[src/design/id3fs_pkg.sv]
// Shared types and constants for the ID3v2 title frame scanner.
// No dependencies; every other design file refers to this package by scoped names.
`default_nettype none

package id3fs_pkg;

  localparam int FRAME_HDR_BYTES = 10;
  localparam int HDR_IDX_W       = 4;
  localparam int OUT_W           = 28;

  localparam logic [31:0] TITLE_ID     = 32'h5449_5432;  // "TIT2"
  localparam logic [7:0]  SYNCSAFE_TOP = 8'h80;
  localparam logic [2:0]  VER_SYNCSAFE = 3'd4;
  localparam logic [2:0]  VER_RESET    = 3'd4;

  typedef logic [OUT_W-1:0] out_word_t;

  typedef enum logic [1:0] {
    ST_FOUND   = 2'd0,
    ST_NONE    = 2'd1,
    ST_INVALID = 2'd2
  } status_e;

  typedef struct packed {
    logic [7:0] tag_byte;
    logic       last_byte;
  } item_t;

  typedef struct packed {
    status_e   scan_status;
    out_word_t frame_offset;
    out_word_t title_length;
  } result_t;

endpackage

`default_nettype wire

[src/design/id3fs_in_stage.sv]
// Input register for tag body items, holds an item until the scanner takes it.
// Depends on id3fs_pkg (item_t).
`default_nettype none

module id3fs_in_stage (
  input  wire logic          clk_i,
  input  wire logic          rst_ni,
  input  wire logic          in_valid_i,
  output logic               in_stall_o,
  input  wire id3fs_pkg::item_t item_i,
  input  wire logic          take_i,     // scanner consumes the held item
  output logic               valid_o,
  output id3fs_pkg::item_t   item_o
);

  logic             valid_q, valid_d;
  id3fs_pkg::item_t item_q;
  logic             load;

  assign in_stall_o = valid_q && !take_i;
  assign load       = in_valid_i && !in_stall_o;

  always_comb begin
    valid_d = valid_q;
    if (load) begin
      valid_d = 1'b1;
    end else if (take_i) begin
      valid_d = 1'b0;
    end
  end

  always_ff @(posedge clk_i or negedge rst_ni) begin
    if (!rst_ni) begin
      valid_q <= 1'b0;
    end else begin
      valid_q <= valid_d;
    end
  end

  always_ff @(posedge clk_i) begin
    if (load) begin
      item_q <= item_i;
    end
  end

  assign valid_o = valid_q;
  assign item_o  = item_q;

endmodule

`default_nettype wire

[src/design/id3fs_scan.sv]
// Frame header walker: per-byte state update and end-of-body result.
// Depends on id3fs_pkg (item_t, result_t, status codes, constants).
`default_nettype none

module id3fs_scan #(
  parameter int POSITION_BITS = 28
) (
  input  wire logic               clk_i,
  input  wire logic               rst_ni,
  input  wire logic               fire_i,
  input  wire id3fs_pkg::item_t   item_i,
  input  wire logic [2:0]         tag_version_i,
  output logic                    res_valid_o,
  output id3fs_pkg::result_t      res_o
);

  typedef logic [POSITION_BITS-1:0] pos_t;
  typedef logic [id3fs_pkg::HDR_IDX_W-1:0] idx_t;

  typedef enum logic [5:0] {
    PH_HEADER     = 6'b000001,
    PH_PAYLOAD    = 6'b000010,
    PH_PADDING    = 6'b000100,
    PH_TITLE      = 6'b001000,
    PH_TITLE_DONE = 6'b010000,
    PH_INVALID    = 6'b100000
  } phase_e;

  localparam idx_t LAST_HDR_IDX = idx_t'(id3fs_pkg::FRAME_HDR_BYTES - 1);

  pos_t        byte_pos_q, byte_pos_d;
  pos_t        frame_start_q, frame_start_d;
  idx_t        hdr_idx_q, hdr_idx_d;
  logic [31:0] id_q, id_d;
  logic [31:0] size_q, size_d;
  logic [31:0] remain_q, remain_d;
  phase_e      phase_q, phase_d;
  pos_t        found_off_q, found_off_d;
  pos_t        found_len_q, found_len_d;

  logic        hdr_ok;
  logic        char_ok;
  logic        is_title;
  logic [7:0]  b;

  assign b        = item_i.tag_byte;
  assign char_ok  = (b >= 8'h41 && b <= 8'h5A) || (b >= 8'h30 && b <= 8'h39);
  assign is_title = (id_q == id3fs_pkg::TITLE_ID);

  always_comb begin
    byte_pos_d    = byte_pos_q;
    frame_start_d = frame_start_q;
    hdr_idx_d     = hdr_idx_q;
    id_d          = id_q;
    size_d        = size_q;
    remain_d      = remain_q;
    phase_d       = phase_q;
    found_off_d   = found_off_q;
    found_len_d   = found_len_q;
    hdr_ok        = 1'b1;
    res_valid_o   = 1'b0;
    res_o         = '{scan_status: id3fs_pkg::ST_INVALID, frame_offset: '0, title_length: '0};

    if (fire_i) begin
      byte_pos_d = byte_pos_q + 1'b1;
      unique case (phase_q)
        PH_HEADER: begin
          if (hdr_idx_q == '0) begin
            frame_start_d = byte_pos_q;
          end
          if (hdr_idx_q == '0 && b == 8'h00) begin
            phase_d = PH_PADDING;
          end else begin
            if (hdr_idx_q < idx_t'(4)) begin
              if (!char_ok) begin
                hdr_ok = 1'b0;
              end else begin
                id_d = {id_q[23:0], b};
              end
            end else if (hdr_idx_q < idx_t'(8)) begin
              if (tag_version_i == id3fs_pkg::VER_SYNCSAFE) begin
                if ((b & id3fs_pkg::SYNCSAFE_TOP) != 8'h00) begin
                  hdr_ok = 1'b0;
                end else begin
                  size_d = {size_q[24:0], b[6:0]};
                end
              end else begin
                size_d = {size_q[23:0], b};
              end
            end else if (is_title && b != 8'h00) begin
              hdr_ok = 1'b0;  // title flags must be clear
            end

            if (!hdr_ok) begin
              phase_d = PH_INVALID;
            end else if (hdr_idx_q != LAST_HDR_IDX) begin
              hdr_idx_d = hdr_idx_q + 1'b1;
            end else begin
              hdr_idx_d = '0;
              remain_d  = size_q;
              if (is_title) begin
                found_off_d = frame_start_q;
                found_len_d = pos_t'(33'(size_q) + 33'(id3fs_pkg::FRAME_HDR_BYTES));
                phase_d     = (size_q != '0) ? PH_TITLE : PH_TITLE_DONE;
              end else begin
                phase_d     = (size_q != '0) ? PH_PAYLOAD : PH_HEADER;
              end
              id_d   = '0;
              size_d = '0;
            end
          end
        end
        PH_PAYLOAD: begin
          remain_d = remain_q - 1'b1;
          if (remain_q == 32'd1) begin
            phase_d = PH_HEADER;
          end
        end
        PH_TITLE: begin
          remain_d = remain_q - 1'b1;
          if (remain_q == 32'd1) begin
            phase_d = PH_TITLE_DONE;
          end
        end
        PH_PADDING: begin
          if (b != 8'h00) begin
            phase_d = PH_INVALID;
          end
        end
        PH_TITLE_DONE: begin
          phase_d = PH_TITLE_DONE;
        end
        default: begin
          phase_d = PH_INVALID;
        end
      endcase

      if (item_i.last_byte) begin
        res_valid_o = 1'b1;
        priority if (phase_d == PH_HEADER && hdr_idx_d == '0) begin
          res_o.scan_status  = id3fs_pkg::ST_NONE;
          res_o.frame_offset = id3fs_pkg::out_word_t'(byte_pos_d);
        end else if (phase_d == PH_PADDING) begin
          res_o.scan_status  = id3fs_pkg::ST_NONE;
          res_o.frame_offset = id3fs_pkg::out_word_t'(frame_start_d);
        end else if (phase_d == PH_TITLE_DONE) begin
          res_o.scan_status  = id3fs_pkg::ST_FOUND;
          res_o.frame_offset = id3fs_pkg::out_word_t'(found_off_d);
          res_o.title_length = id3fs_pkg::out_word_t'(found_len_d);
        end else begin
          res_o.scan_status  = id3fs_pkg::ST_INVALID;
        end
        // back to the start-of-body state for the next tag
        byte_pos_d    = '0;
        frame_start_d = '0;
        hdr_idx_d     = '0;
        id_d          = '0;
        size_d        = '0;
        remain_d      = '0;
        phase_d       = PH_HEADER;
        found_off_d   = '0;
        found_len_d   = '0;
      end
    end
  end

  always_ff @(posedge clk_i or negedge rst_ni) begin
    if (!rst_ni) begin
      byte_pos_q    <= '0;
      frame_start_q <= '0;
      hdr_idx_q     <= '0;
      id_q          <= '0;
      size_q        <= '0;
      remain_q      <= '0;
      phase_q       <= PH_HEADER;
      found_off_q   <= '0;
      found_len_q   <= '0;
    end else begin
      byte_pos_q    <= byte_pos_d;
      frame_start_q <= frame_start_d;
      hdr_idx_q     <= hdr_idx_d;
      id_q          <= id_d;
      size_q        <= size_d;
      remain_q      <= remain_d;
      phase_q       <= phase_d;
      found_off_q   <= found_off_d;
      found_len_q   <= found_len_d;
    end
  end

endmodule

`default_nettype wire

[src/design/id3fs_out_stage.sv]
// Result register on the output channel; frees up as soon as the receiver takes.
// Depends on id3fs_pkg (result_t).
`default_nettype none

module id3fs_out_stage (
  input  wire logic               clk_i,
  input  wire logic               rst_ni,
  input  wire logic               load_i,
  input  wire id3fs_pkg::result_t res_i,
  output logic                    free_o,
  output logic                    out_valid_o,
  input  wire logic               out_stall_i,
  output id3fs_pkg::result_t      res_o
);

  logic               valid_q, valid_d;
  id3fs_pkg::result_t res_q;

  assign free_o = !valid_q || !out_stall_i;

  always_comb begin
    valid_d = valid_q;
    if (load_i) begin
      valid_d = 1'b1;
    end else if (!out_stall_i) begin
      valid_d = 1'b0;
    end
  end

  always_ff @(posedge clk_i or negedge rst_ni) begin
    if (!rst_ni) begin
      valid_q <= 1'b0;
    end else begin
      valid_q <= valid_d;
    end
  end

  always_ff @(posedge clk_i) begin
    if (load_i) begin
      res_q <= res_i;
    end
  end

  assign out_valid_o = valid_q;
  assign res_o       = res_q;

endmodule

`default_nettype wire

[src/design/id3v2_title_frame_scanner_top.sv]
// Top level of the ID3v2 title frame scanner: input register, scanner, result register.
// Depends on id3fs_pkg, id3fs_in_stage, id3fs_scan and id3fs_out_stage.
//
// Usage:
//   Input channel (in_valid_i / in_stall_o) carries one tag body byte per item,
//   with last_byte_i set on the final byte of the body. Every byte is absorbed;
//   only the last one produces a result item on the output channel
//   (out_valid_o / out_stall_i): scan_status_o, frame_offset_o, title_length_o.
//   Config channel (cfg_valid_i / cfg_ready_o) writes tag_version; it is always
//   ready and should only be written between tags.
// Timing:
//   The accepting edge loads the input register; the take runs the header walk
//   and loads a final byte's result. Throughput is one byte per cycle, set by
//   the single-byte state update of the scanner, while no final byte waits on a
//   busy result register; byte counters and size fields are updated in that step.
// Stalls:
//   While a result waits under out_stall_i, ordinary bytes keep flowing; only
//   a final byte holds in the input register until the result register frees.
// Reset:
//   rst_ni (async, low) empties both registers, returns the walk to the start
//   of a body and sets tag_version to 4 (syncsafe sizes). After each result the
//   walk also restarts, ready for the next tag body.
`default_nettype none

module id3v2_title_frame_scanner_top #(
  parameter int POSITION_BITS = 28
) (
  input  wire logic        clk_i,
  input  wire logic        rst_ni,
  // tag byte channel
  input  wire logic        in_valid_i,
  output logic             in_stall_o,
  input  wire logic [7:0]  tag_byte_i,
  input  wire logic        last_byte_i,
  // result channel
  output logic             out_valid_o,
  input  wire logic        out_stall_i,
  output logic [1:0]       scan_status_o,
  output logic [27:0]      frame_offset_o,
  output logic [27:0]      title_length_o,
  // configuration channel
  input  wire logic        cfg_valid_i,
  output logic             cfg_ready_o,
  input  wire logic [2:0]  tag_version_i
);

  logic               in_valid_q;
  id3fs_pkg::item_t   in_item;
  id3fs_pkg::item_t   held_item;
  logic               take;
  logic               out_free;
  logic               res_valid;
  id3fs_pkg::result_t res;
  id3fs_pkg::result_t out_res;
  logic [2:0]         tag_version_q;

  // config register, always writable
  assign cfg_ready_o = 1'b1;

  always_ff @(posedge clk_i or negedge rst_ni) begin
    if (!rst_ni) begin
      tag_version_q <= id3fs_pkg::VER_RESET;
    end else if (cfg_valid_i && cfg_ready_o) begin
      tag_version_q <= tag_version_i;
    end
  end

  assign in_item.tag_byte  = tag_byte_i;
  assign in_item.last_byte = last_byte_i;

  // a non-final byte never produces a result, so it need not wait on the output
  assign take = in_valid_q && (!held_item.last_byte || out_free);

  id3fs_in_stage u_in (
    .clk_i      (clk_i),
    .rst_ni     (rst_ni),
    .in_valid_i (in_valid_i),
    .in_stall_o (in_stall_o),
    .item_i     (in_item),
    .take_i     (take),
    .valid_o    (in_valid_q),
    .item_o     (held_item)
  );

  id3fs_scan #(
    .POSITION_BITS (POSITION_BITS)
  ) u_scan (
    .clk_i         (clk_i),
    .rst_ni        (rst_ni),
    .fire_i        (take),
    .item_i        (held_item),
    .tag_version_i (tag_version_q),
    .res_valid_o   (res_valid),
    .res_o         (res)
  );

  id3fs_out_stage u_out (
    .clk_i       (clk_i),
    .rst_ni      (rst_ni),
    .load_i      (res_valid),
    .res_i       (res),
    .free_o      (out_free),
    .out_valid_o (out_valid_o),
    .out_stall_i (out_stall_i),
    .res_o       (out_res)
  );

  assign scan_status_o  = out_res.scan_status;
  assign frame_offset_o = out_res.frame_offset;
  assign title_length_o = out_res.title_length;

`ifndef ASSERT_OFF
  // a new result never overwrites one the receiver has not taken
  assert property (@(posedge clk_i) disable iff (!rst_ni) res_valid |-> out_free)
    else $error("result produced while result register busy");

  // a final byte waits behind a stalled result
  assert property (@(posedge clk_i) disable iff (!rst_ni)
    (out_valid_o && out_stall_i && in_valid_q && held_item.last_byte) |-> in_stall_o)
    else $error("final byte not held behind stalled result");

  // results come only from final bytes
  assert property (@(posedge clk_i) disable iff (!rst_ni)
    res_valid |-> (take && held_item.last_byte))
    else $error("result without a final byte");

  // the input side stalls only while it holds an item
  assert property (@(posedge clk_i) disable iff (!rst_ni) in_stall_o |-> in_valid_q)
    else $error("stall with empty input register");
`endif

endmodule

`default_nettype wire
[config.mk]
export PLATFORM = sky130hd
export DESIGN_NAME = id3v2_title_frame_scanner_top
export DESIGN_NICKNAME = d
export VERILOG_FILES = /design/src/design/id3fs_pkg.sv /design/src/design/id3fs_in_stage.sv /design/src/design/id3fs_scan.sv /design/src/design/id3fs_out_stage.sv /design/src/design/id3v2_title_frame_scanner_top.sv
export SDC_FILE = /design/constraint.sdc
export NUM_CORES = 1
export LEC_CHECK = 0
export BUFFER_PORTS_ARGS = -buffer_cell sky130_fd_sc_hd__buf_2
export CAP_MARGIN = 20
export CORE_MARGIN = 2
export CORE_UTILIZATION = 38
export CTS_CLUSTER_DIAMETER = 50
export CTS_CLUSTER_SIZE = 8
export DETAILED_ROUTE_END_ITERATION = 12
export SLEW_MARGIN = 20
export SYNTH_ARGS = -nofsm -noshare
export SYNTH_HDL_FRONTEND = slang
export SYNTH_SLANG_ARGS = --single-unit
[constraint.sdc]
create_clock -name clk_i -period 4.13 [get_ports clk_i]
set_clock_uncertainty 0.05 [all_clocks]
set_input_delay 0.413 -clock clk_i [delete_from_list [all_inputs] [get_ports clk_i]]
set_output_delay 0.413 -clock clk_i [all_outputs]
set_load 0.01 [all_outputs]
# --- After elaboration in Yosys (flattened, before gate mapping) ---
# Cells that the tools add are included.
word_totals:
  register_bits: 290
  latchBits: 0
  ramBits: 0
  rom_bits: 0
  inputBits: 17
  out_inout_bits: 61
  word_cells: 150
  n_memories: 0
classes:
  add_sub_neg: 4
  multipliers: 0
  div: 0
  order_cmp: 6
  eq_ne: 17
  shifts: 0
  n_mux: 74
  n_bitwise: 3
  n_reduce_logical: 29
op_table:
  columns: ["operator", "n"]
  rows:
  - ["32-bit 2-to-1 mux", 20]
  - ["28-bit 2-to-1 mux", 16]
  - ["32-bit one-hot mux with 2 select lines", 1]
  - ["30-bit 2-to-1 mux", 2]
  - ["56-bit 2-to-1 mux", 1]
  - ["6-bit 2-to-1 mux", 9]
  - ["32-bit by 1-bit equality test with 1-bit output (second input constant)", 1]
  - ["32-bit by 31-bit equality test with 1-bit output (second input constant)", 1]
  - ["32-bit nonzero test", 1]
  - ["32-bit by 1-bit subtractor with 32-bit output (second input constant)", 1]
  - ["6-bit one-hot mux with 5 select lines", 1]
  - ["28-bit by 1-bit adder with 28-bit output (second input constant)", 1]
  - ["28-bit by 4-bit adder with 28-bit output (second input constant)", 1]
  - ["4-bit 2-to-1 mux", 6]
  - ["1-bit 2-to-1 mux", 15]
  - ["6-bit by 1-bit equality test with 1-bit output (second input constant)", 2]
  - ["6-bit by 3-bit equality test with 1-bit output (second input constant)", 2]
  - ["6-bit by 5-bit equality test with 1-bit output (second input constant)", 2]
  - ["8-bit by 6-bit greater-or-equal comparator with 1-bit output (second input constant)", 1]
  - ["8-bit by 7-bit greater-or-equal comparator with 1-bit output (second input constant)", 1]
  - ["8-bit by 6-bit less-or-equal comparator with 1-bit output (second input constant)", 1]
  - ["8-bit by 7-bit less-or-equal comparator with 1-bit output (second input constant)", 1]
  - ["1-bit logical AND", 8]
  - ["4-bit zero test", 2]
  - ["25 further kinds", 36]

# --- Logic depth before layout (Yosys ltp) ---
# Gate-level depths: netlist of run 1.
depth:
  ltp_word: 16
  ltp_mapped: 11
  ltp_nobuf: 9

# --- Hierarchy ---
# A second synthesis of run 1 with hierarchy kept.
hier_totals:
  hier_cells: 1586
  hier_area_um2: 15727.6
modules_own_cells:
  columns: ["mod", "instances", "cells_each", "area_per_inst_um2", "seq_area_each_um2"]
  rows:
  - ["id3fs_scan", 1, 1501, 13489.2, 5456.5]
  - ["id3fs_out_stage", 1, 61, 1778.0, 1766.7]
  - ["id3fs_in_stage", 1, 14, 327.8, 295.3]
  - ["id3v2_title_frame_scanner_top", 1, 10, 132.6, 76.3]

# --- Worst setup path before layout of run 1 ---
# OpenSTA, ideal clock, no wires.
synth_path:
  path_type: "reg-to-reg"
  from: "reg u_in.item_q, in the netlist u_in.item_o[0]"
  to: "reg u_out.res_q, in the netlist u_out.res_o[57], data pin"
  setup_ps: 268
  arrival_ps: 2945
  required_ps: 3812
  slack_ps: 867
  stages_incl_launch_ff: 12
  path_buffers: 4
  synth_period_minus_slack_ps: 3263
  cell_sequence: "edfxtp_1 > clkbuf_1 > nand3_1 > and2_1 > clkbuf_1 > nand2_1 > inv_1 > o21ai_1 > buf_2 > buf_2 > inv_1 > nor3_1"
synth_between:
  elab_chain_len: 4
synth_lines:
  columns: ["item", "line_no", "text"]
  rows:
  - ["start: declaration", "id3fs_in_stage.sv:17", "id3fs_pkg::item_t item_q;"]
  - ["start signal: assignment", "id3fs_in_stage.sv:42", "item_q <= item_i;"]
  - ["1-bit zero test", "id3v2_title_frame_scanner_top.sv:72", "assign take = in_valid_q && (!held_item.last_byte || out_free);"]
  - ["1-bit logical OR", "id3v2_title_frame_scanner_top.sv:72", null]
  - ["1-bit logical AND", "id3v2_title_frame_scanner_top.sv:72", null]
  - ["2-bit AND reduction (no line) (*)", null, null]
  - ["end signal: assignment", "id3fs_out_stage.sv:40", "res_q <= res_i;"]
  - ["end: declaration", "id3fs_out_stage.sv:17", "id3fs_pkg::result_t res_q;"]
# Every way passes the cells marked *; elsewhere a longest branch is shown, timed or not.
# A chain may end at the register's enable or synchronous reset.

# --- Worst setup path in the final report of run 1 ---
layout_path:
  from: "reg u_in.item_q, in the netlist u_in.item_o[5]"
  to: "reg u_scan.found_len_q[24]"
layout_between:
  elab_chain_len: 12
  elab_cells_between_ends: 22
  cone_classes: "order compare (4); mux (11); reduce/logical (7)"
layout_lines:
  columns: ["item", "line_no", "text"]
  rows:
  - ["8-bit by 7-bit greater-or-equal comparator with 1-bit output, or another cell as far along", "id3fs_scan.sv:47", "assign char_ok = (b >= 8'h41 && b <= 8'h5A) || (b >= 8'h30 && b <= 8'h39);"]
  - ["1-bit logical AND (on tied branches)", "id3fs_scan.sv:47, id3fs_scan.sv:90", null]
  - ["1-bit logical OR or 1-bit 2-to-1 mux (tied branches)", "id3fs_scan.sv:47, id3fs_scan.sv:90", null]
  - ["1-bit 2-to-1 mux (on tied branches)", "id3fs_scan.sv:75, id3fs_scan.sv:80", null]
  - ["1-bit 2-to-1 mux", "id3fs_scan.sv:74", "if (hdr_idx_q < idx_t'(4)) begin"]
  - ["1-bit 2-to-1 mux", "id3fs_scan.sv:71", "if (hdr_idx_q == '0 && b == 8'h00) begin"]
  - ["1-bit 2-to-1 mux", "id3fs_scan.sv:66", "unique case (phase_q)"]
  - ["1-bit 2-to-1 mux", "id3fs_scan.sv:64", "if (fire_i) begin"]
  - ["28-bit 2-to-1 mux", "id3fs_scan.sv:94", "if (!hdr_ok) begin"]
  - ["28-bit 2-to-1 mux (*)", "id3fs_scan.sv:71", null]
  - ["28-bit 2-to-1 mux (*)", "id3fs_scan.sv:66", null]
  - ["28-bit 2-to-1 mux (*)", "id3fs_scan.sv:138", "if (item_i.last_byte) begin"]
  - ["end signal: assignment", "id3fs_scan.sv:187", "found_len_q <= found_len_d;"]
  - ["end: declaration", "id3fs_scan.sv:39", "pos_t found_len_q, found_len_d;"]
# Every way passes the cells marked *; elsewhere a longest branch is shown, timed or not. The select of a mux whose other input is x is not followed.

==> metrics, run 1 <==
status=complete, no violations; Worst Path Required=4.56 ns; CP max stage cell=buf_4; Critical Path End=u_scan.found_len_q[24]$_DFFE_PN0P_; largest net degree at the start of global routing=109; FF-to-FF End=u_scan.found_len_q[24]$_DFFE_PN0P_; Global Route Usage Sum=0.198; most used cell, CP=nand2_1; Final Critical Period=approximately 3.5 ns; layout cells sized above 1=0.144; setup violators final=0; Worst Path Arrival=around 4.0 ns; vias in the first global route=11900; DRC=0; dominant cells by area after synthesis=dfrtp_1, edfxtp_1, nand2_1; cts bufs inserted=46; DIE AREA=0.0408 sq mm; Distinct cells, synth=75; post-synth top area cell=dfrtp_1; routed via count=~12000; Worst-Skew Late Latency=~0.57 ns; Worst path max stage delay=0.61 ns; Logic pwr share=0.068; # H-tree levels=2; Vias/cell=~5.7; Synth Net Count=1577; clock slew seen by the registers of the worst setup and hold paths=0.05 ns; Die H=~200 um; setup TNS=0 ns; final hold vios=0; I/O pins=78; initial antenna violation count=0; ys async rst share=0.769; RSZ-0062 raised after global routing=no; Critical Path Source Type=flop; drt first pass iters=6; Final Worst Setup Slack=approximately 0.60 ns; WS Path Type=flop to flop; global route total overflow=0; CTS tree=yes; dominant synthesized flop cell=dfrtp_1; Routability Congestion=0.877; sequential area share after synthesis=0.509; Routed WL=about 40 mm; post-CTS sizing=0; Die Wd=202 um; synthesized instance count=1556; Leakage=around 7 nW; #FFs+latches synth=between 200 and 300; fmax=283 MHz; max-slew violations=0; worst-path maximum fanout=61; Yosys top cell area share=0.371; r2r setup slk=0.60 ns; Hold Path Class=input port to flop; Int Power=5.37 mW; first-pass GRT wire length=65.3 mm; power share of the clock group=0.503; synth-to-layout area growth=16.2%; Starting Density=0.385; worst slew pin tran=between 0.9 and 1 ns; CP cell instances=nor2_1 -> nand2_1 -> nor4_2 -> o21ai_2 -> a2111oi_4 -> buf_4 -> nand2_1 -> o21ai_0; Peak supply drop=0.000235 V; Switching Share=0.242; final net count=~1600; max-cap violations=0; worst slack at placement=approximately 0.65 ns; Max-slew headroom=0.349; Sw Pwr=1.71 mW; clk sink count=290; PwrDens=408 mW/mm^2; Final Cycle Share=0.856; Buffers on Ports=76; clock tree root driver cell=clkbuf_16; warnings from Yosys=0; post-DP HPWL=25.0 mm; Worst Setup SP=u_in.item_o[5]$_DFFE_PP_; Reg2Reg Depth=8; drt wl/cell=18.7 um; DRT antenna net count=0; Mean Syn Cell Area=9.59 sq um; initial drt markers=1101; mapped cell area=between 0.01 and 0.015 sq mm; most frequent cells in the layout=nand2_1, dfrtp_1, nor2_1; Antenna Cells=0; core area=0.0387 sq mm; EDFF count, synth=67; sequential share of power=0.429; clk buf depth=3; commonest non-fill, non-tap cell in the layout=nand2_1; Setup crit end kind=flop; reg2reg start=u_in.item_o[5]$_DFFE_PP_; Core Rows=between 70 and 80
synthesized netlist by cell type (all sizes together), types with 5 or more instances:
library cell	number
xnor2	28
o31ai	12
xor2	24
a2bb2oi	5
nand2	238
a221o	26
edfxtp	67
nand2b	7
and2	7
a211oi	40
mux2i	33
o21ai	143
a22o	63
a21oi	117
nand4	11
dfrtp	221
mux2	29
nand3	20
a22oi	5
nor2	146
a31oi	9
and3	18
nor4	27
nor3	26
clkbuf	103
nor4b	7
nor4bb	5
or3	8
o22ai	5
inv	16
buf	28
how the worst min path moves through the flow:
stage,startpoint,endpoint,slack [ns],cells past startpoint
final,tag_version_i[1],tag_version_q[1]$_DFFE_PN0P_,0.03,2
after global routing,tag_version_i[1],tag_version_q[1]$_DFFE_PN0P_,0.03,2
after CTS,tag_version_i[1],tag_version_q[1]$_DFFE_PN0P_,0.005,2
after detailed placement,rst_ni,u_scan.remain_q[20]$_DFFE_PN0P_,0.40,1
after global placement,rst_ni,u_scan.remain_q[20]$_DFFE_PN0P_,0.40,1
after floorplan,rst_ni,tag_version_q[0]$_DFFE_PN0P_,0.07,0
cells by family (layout without fill, tap and decap cells):
group / count (synthesis) / in the layout / share of synthesized area
AOI/OAI and AO/OA: 457 / 457 / 0.201
DFF: 290 / 290 / 0.509
adders and majority gates: 4 / 4 / 0.00336
buffers and inverters: 147 / 220 / 0.0407
muxes: 62 / 62 / 0.0440
and+or+nand+nor: 543 / 543 / 0.171
xor gates and xnor gates: 52 / 52 / 0.0305
other: 1 / 1 / 0.000251
state kept, by name (all words and copies together), names as in the netlist:
| name | flops |
|---|---|
| u_out.res_o | 58 |
| u_scan.id_q | 32 |
| u_scan.remain_q | 32 |
| u_scan.size_q | 32 |
| u_scan.byte_pos_q | 28 |
| u_scan.found_len_q | 28 |
| u_scan.found_off_q | 28 |
| u_scan.frame_start_q | 28 |
| u_in.item_o | 9 |
| u_scan.phase_q | 6 |
| u_scan.hdr_idx_q | 4 |
| tag_version_q | 3 |
| u_in.valid_o | 1 |
| u_out.out_valid_o | 1 |
per-layer routing:
layer  routed length [um]  track usage
met3                 2210       0.0345
met4                 1030       0.0764
met1                19000        0.284
met5                    0            0
met2                17900        0.299
critical path: cells and delay by family, from the launching register on:
kind | cells | cell delay, ns
flip-flops | 1 | 0.46
AO/OA/AOI/OAI | 3 | 1.05
buffers and inverters | 1 | 0.61
AND/OR/NAND/NOR | 4 | 1.24
power groups by stage:
stage                     logic [mW]  registers (mW)  clock network, mW
after floorplan                0.284            3.08                  0
after global placement         0.469            3.08                  0
after detailed placement       0.472            3.09                  0
after CTS                      0.482            3.04               3.64
after global routing           0.523            3.04               3.77
final                          0.480            3.04               3.56
final cells by class:
class / count / area [sq um]
Clock buffer: 75 / 1320
Timing Repair Buffer: 122 / 818
Inverter: 16 / 60.1
Fill cell: 3711 / 21400
Sequential cell: 290 / 7590
Multi-Input combinational cell: 1119 / 6810
Tap cell: 518 / 648
Clock inverter: 7 / 70.1
repair_timing:
item / 4_1_cts / 5_1_grt
endpoints found under the hold margin: 88 / 0
hold buffers: 13 / 0
setup buffers: 0 / 0
per-stage QoR:
stage	cells	power (mW)	hold slack (ns)	instance area [sq um]	util
floorplan	1556	3.36	0.0674	14900	-
global placement	2052	3.55	0.397	15800	0.408
detailed placement	2052	3.56	0.401	15800	0.408
CTS	2147	7.16	0.00499	17300	0.447
global route	2147	7.33	0.0296	17300	0.447
finish	2147	7.08	0.0337	17300	0.447
(Power assumes the default switching activity.)
==> inputs of run 2 (changes only) <==
--- a/config.mk
+++ b/config.mk
@@ -5,7 +5,7 @@
 export SDC_FILE = /design/constraint.sdc
 export NUM_CORES = 1
 export LEC_CHECK = 0
-export BUFFER_PORTS_ARGS = -buffer_cell sky130_fd_sc_hd__buf_2
+export BUFFER_PORTS_ARGS = -buffer_cell sky130_fd_sc_hd__buf_4
 export CAP_MARGIN = 20
 export CORE_MARGIN = 2
 export CORE_UTILIZATION = 38
==> run 2 against run 1 <==
Net effect:
- first-iteration DRC count down 6.7%
- design area rose by 1.0%
- highest routed layer unchanged
- clock power decreased by 1%
- combinational power rose by 2%
- largest cell class unchanged
- routed wire length is 0.88% higher
- total power fell by 0.58%
- core utilization is 0.47 points higher
- count of clock-buffer cells in the layout increased by 1
==> metrics, run 2 (synthesis results as in run 1) <==
status=complete, no violations; setup violators final=0; Worst Path Required=between 4 and 5 ns; final net count=1616; post-DP HPWL=24.9 mm; r2r setup slk=0.48 ns; WS Path Type=flop to flop; routed via count=roughly 12000; Final Cycle Share=0.884; Buffers on Ports=76; vias in the first global route=about 12000; initial drt markers=1027; Routability Congestion=about 0.85; clock slew seen by the registers of the worst setup and hold paths=0.05 ns; most frequent cells in the layout=nand2_1, dfrtp_1, nor2_1; design area=0.0175 sq mm; Worst Path Arrival=4.05 ns; Leakage=6.99 nW; most used cell, CP=nand2_1; Die H=202 um; Final Critical Period=3.65 ns; reg2reg start=u_in.item_o[1]$_DFFE_PP_; max reg flops=58; Max-slew headroom=0.364; core area=roughly 0.039 sq mm; post-layout util=0.452; Worst Setup SP=u_in.item_o[1]$_DFFE_PP_; worst slack at placement=between 0.5 and 0.6 ns; clk buf depth=3; Worst-Skew Late Latency=0.56 ns; drt first pass iters=5; RSZ-0062 raised after global routing=no; I/O pins=78; Final Worst Setup Slack=0.481 ns; worst-path maximum fanout=61; Core Rows=72; clk sink count=between 200 and 300; placed inst area=0.0160 sq mm; initial antenna violation count=0; Die Wd=202 um; drt wl/cell=18.8 um; synth-to-layout area growth=17.4%; cts bufs inserted=45; Critical Path End=u_scan.found_len_q[19]$_DFFE_PN0P_; fmax=274 MHz; Starting Density=0.385; PwrDens=402 mW/mm^2; DIE AREA=0.0408 sq mm; CP max stage cell=buf_4; first-pass GRT wire length=65.5 mm; Reg2Reg Depth=8; FF-to-FF End=u_scan.found_len_q[19]$_DFFE_PN0P_; commonest non-fill, non-tap cell in the layout=nand2_1; CTS tree=yes; global route total overflow=0; CP cell instances=nor3_2 -> nand2_1 -> nor4_2 -> o21ai_2 -> a2111oi_4 -> buf_4 -> nand2_1 -> o21ai_0; Peak supply drop=around 0.00028 V; Hold Path Class=input port to flop; worst slew pin tran=approximately 0.94 ns; Worst path max stage delay=about 0.63 ns; setup TNS=0 ns; largest net degree at the start of global routing=103; clock tree root driver cell=clkbuf_16; max-cap violations=0; layout cells sized above 1=0.145; Vias/cell=5.66; DRC=0; Routed WL=40.4 mm; max-slew violations=0; final hold vios=0; # H-tree levels=2; Critical Path Source Type=flop; Setup crit end kind=flop; Global Route Usage Sum=0.199; DRT antenna net count=0
[run 2: worst min path at each step]
| stage | startpoint | to | slack (ns) | cells past startpoint |
|---|---|---|---|---|
| finish | tag_version_i[2] | tag_version_q[2]$_DFFE_PN1P_ | 0.05 | 2 |
| global route | tag_version_i[0] | tag_version_q[0]$_DFFE_PN0P_ | 0.04 | 2 |
| CTS | tag_version_i[0] | tag_version_q[0]$_DFFE_PN0P_ | 0.02 | 2 |
| detailed placement | u_scan.found_len_q[8]$_DFFE_PN0P_ | u_scan.found_len_q[8]$_DFFE_PN0P_ | 0.42 | 2 |
| global placement | u_scan.found_len_q[12]$_DFFE_PN0P_ | u_scan.found_len_q[12]$_DFFE_PN0P_ | 0.41 | 2 |
| floorplan | rst_ni | tag_version_q[0]$_DFFE_PN0P_ | 0.07 | 0 |
[run 2: stage by stage]
step,cells,hold slack (ns),power (mW)
floorplan,1556,0.0674,3.36
global placement,2054,0.408,3.57
detailed placement,2054,0.422,3.57
CTS,2149,0.0231,7.12
global route,2149,0.0398,7.30
finish,2150,0.0522,7.04
[run 2: routing by layer]
metal	vias to the layer above	routed length (um)	GRT usage	part of all wire
li1	5722	-	-	-
met1	6004	19400	0.290	0.48
met2	361	17800	0.297	0.44
met3	82	2260	0.0329	0.056
met4	0	1030	0.0782	0.025
met5	-	0	0	0
[run 2: repair_timing]
action                                  in CTS  in global routing
hold endpoints to repair                   110                  0
setup buffers                                0                  0
endpoints found under the setup margin       0                  0
hold buffers                                12                  0
resized for setup                            0                  0
[run 2: layout make-up]
| type | instances | area [sq um] |
|---|---|---|
| diodes | 1 | 2.50 |
| clock buffers | 76 | 1310 |
| clock inverters | 7 | 67.6 |
| fillers | 3687 | 21200 |
| inverters | 16 | 60.1 |
| multi-input cells | 1119 | 6800 |
| flip-flops and latches | 290 | 7590 |
| well taps | 518 | 648 |
| repair buffers | 123 | 1020 |
[run 2: worst max-delay path, delay by kind of cell (launching register included)]
kind	cells	cell delay, ns
buf+inv	1	0.63
compound gates	3	1.13
flops	1	0.42
simple gates	4	1.29
[run 2: power by group]
| part | internal, mW | total (mW) | switching, mW | leakage [nW] |
|---|---|---|---|---|
| sequential | 2.99 | 3.04 | 0.0501 | 3.77 |
| combinational | 0.156 | 0.488 | 0.332 | 2.56 |
| clock | 2.20 | 3.51 | 1.31 | 0.664 |
| total | 5.34 | 7.04 | 1.69 | 6.99 |
==> inputs of run 3 (changes only) <==
--- a/config.mk
+++ b/config.mk
@@ -15,4 +15,5 @@
 export SLEW_MARGIN = 20
 export SYNTH_ARGS = -nofsm -noshare
 export SYNTH_HDL_FRONTEND = slang
+export SYNTH_HIERARCHICAL = 1
 export SYNTH_SLANG_ARGS = --single-unit
==> run 3 against run 2 <==
Net effect:
- largest cell class unchanged
- sequential power rose by 6%
- critical path type unchanged
- highest routed layer unchanged
- routed wire length is 9.2% higher
- flip-flop and latch count is the same
- critical endpoint is now u_out/res_o[8]$_DFFE_PP_
- register-to-register slack improved by 0.04 ns
- sequential share of layout area is 2.3 points lower
==> metrics, run 3 <==
PwrDens=roughly 460 mW/mm^2; crit path buf inv count=1; Global Route met3 Usage=0.0371; WS Path Type=flop to flop; Buffers on Ports=76; CP delay by family, top=compound AO/OA/AOI/OAI gates; grt peak-use layer=met2; setup violators final=0; ys async rst share=0.769; Die Wd=207 um; CP max stage cell=a21bo_4; Mean Syn Cell Area=between 9 and 10 sq um; most frequent cells in the layout=dfrtp_1, nor2_1, nand2_1; initial antenna violation count=0; setup TNS=0 ns; largest net degree at the start of global routing=103; DIE AREA=0.0430 sq mm; vias in the first global route=12700; final hold vios=0; post-layout util=0.453; synth-to-layout area growth=17.6%; sequential area share after synthesis=0.483; Setup crit end kind=flop; CTS tree=yes; status=complete, no violations; layout cells sized above 1=0.149; GR Util met2=0.309; DRT antenna net count=0; Leakage=7.44 nW; Final Critical Period=3.61 ns; RSZ-0062 raised after global routing=no; Peak supply drop=between 0.0002 and 0.0003 V; initial drt markers=1271; clock tree root driver cell=clkbuf_16; Worst-Skew Late Latency=0.60 ns; drt wl/cell=~20 um; dominant synthesized flop cell=dfrtp_1; Pwr Total=8.45 mW; Hold Path Class=input port to flop; mapped cell area=0.0157 sq mm; # H-tree levels=2; EDFF count, synth=67; met1 GRT Util=0.295; CP cell instances=or4_4 -> or3_1 -> a31oi_2 -> a21bo_4 -> buf_4 -> nor2_1 -> a21oi_1 -> nor2_1; #FFs+latches synth=290; post-synth top area cell=dfrtp_1; DRC=0; setup bufs post-CTS=0; global route total overflow=0; Yosys top cell area share=0.352; count leader, synth=dfrtp_1; Max-slew headroom=0.389; most frequent cells after synthesis=dfrtp_1, nor2_1, nand2_1; # hold bufs at CTS=15; Global Route Usage Sum=0.205; clock slew seen by the registers of the worst setup and hold paths=0.05 ns; final net count=1644; WHS=0.0464 ns; first-pass GRT wire length=71.5 mm; Core Rows=74; worst slew pin tran=a little over 0.9 ns; Critical Path Source Type=flop; cts bufs inserted=47; max-slew violations=0; post-DP HPWL=26.6 mm; max reg flops=58; Worst path max stage delay=between 0.7 and 0.8 ns; drt first pass iters=5; Routability Congestion=0.828; post-CTS sizing=0; warnings from Yosys=6; clk sink count=290; Routed WL=44.1 mm; Synth Net Count=1607; Vias/cell=slightly below 6; commonest non-fill, non-tap cell in the layout=dfrtp_1; Antenna Cells=0; Final Cycle Share=0.873; routed via count=roughly 13000; clk buf depth=3; Distinct cells, synth=85; most used cell, CP=nor2_1; Worst Path Arrival=3.87 ns; worst-path maximum fanout=45; Starting Density=0.385; fmax=between 200 and 300 MHz; dominant cells by area after synthesis=dfrtp_1, edfxtp_1, mux2i_1; max-cap violations=0; I/O pins=78; synthesized instance count=1586; Worst Path Required=4.40 ns; Die H=207 um; core area=roughly 0.041 sq mm
[run 3: final cells by class]
cell class | instances | area (sq um)
Clock inverter | 11 | 223
Tap cell | 532 | 666
Sequential cell | 290 | 7590
Timing Repair Buffer | 141 | 1140
Multi-Input combinational cell | 1126 | 7480
Fill cell | 3797 | 22300
Inverter | 17 | 63.8
Clock buffer | 75 | 1330
[run 3: path summary, 6_finish.rpt]
check,start,endpoint,slack (ns),cells past startpoint
max,u_in/item_o[5]$_DFFE_PP_,u_out/res_o[8]$_DFFE_PP_,0.52,8
min,cfg_valid_i,tag_version_q[2]$_DFFE_PN1P_,0.05,2
max reg2reg,u_in/item_o[5]$_DFFE_PP_,u_out/res_o[8]$_DFFE_PP_,0.52,8
min reg2reg,u_scan/found_len_q[8]$_DFFE_PN0P_,u_scan/found_len_q[8]$_DFFE_PN0P_,0.44,1
max in group asynchronous,rst_ni,u_scan/frame_start_q[12]$_DFFE_PN0P_,2.55,3
min in group asynchronous,rst_ni,u_scan/id_q[18]$_DFFE_PN0P_,0.38,2
[run 3: routing by layer]
layer / vias to the layer above / share of wire
li1: 5946 / -
met1: 6389 / 0.46
met2: 432 / 0.44
met3: 80 / 0.068
met4: 0 / 0.026
met5: - / 0
[run 3: cell families after synthesis]
kind of cell / count (synthesis) / synth area share
xor+xnor: 53 / 0.0295
compound gates: 492 / 0.221
mux: 101 / 0.0645
fa+ha+maj: 4 / 0.00318
buf+inv: 170 / 0.0467
simple gates: 475 / 0.152
flops: 290 / 0.483
other cells: 1 / 0.000238
[run 3: worst reg2reg max path, stage by stage, from the launching register on]
cell	delay, ns
edfxtp_1	0.45
or4_4	0.58
or3_1	0.39
a31oi_2	0.38
a21bo_4	0.71
buf_4	0.46
nor2_1	0.09
a21oi_1	0.18
nor2_1	0.06
[run 3: stage by stage]
step           setup WS [ns]  cell area (sq um)  instances
6_report               0.525              18500       2192
5_1_grt                0.304              18500       2192
4_1_cts                0.521              18500       2192
3_5_place_dp           0.505              16800       2091
3_3_place_gp           0.566              16800       2091
2_1_floorplan         0.0664              15700       1586
[run 3: power breakdown]
group | total [mW] | switching, mW | internal (mW)
clock network | 3.92 | 1.41 | 2.51
logic | 1.31 | 0.878 | 0.431
registers | 3.22 | 0.154 | 3.06
total | 8.45 | 2.44 | 6.01
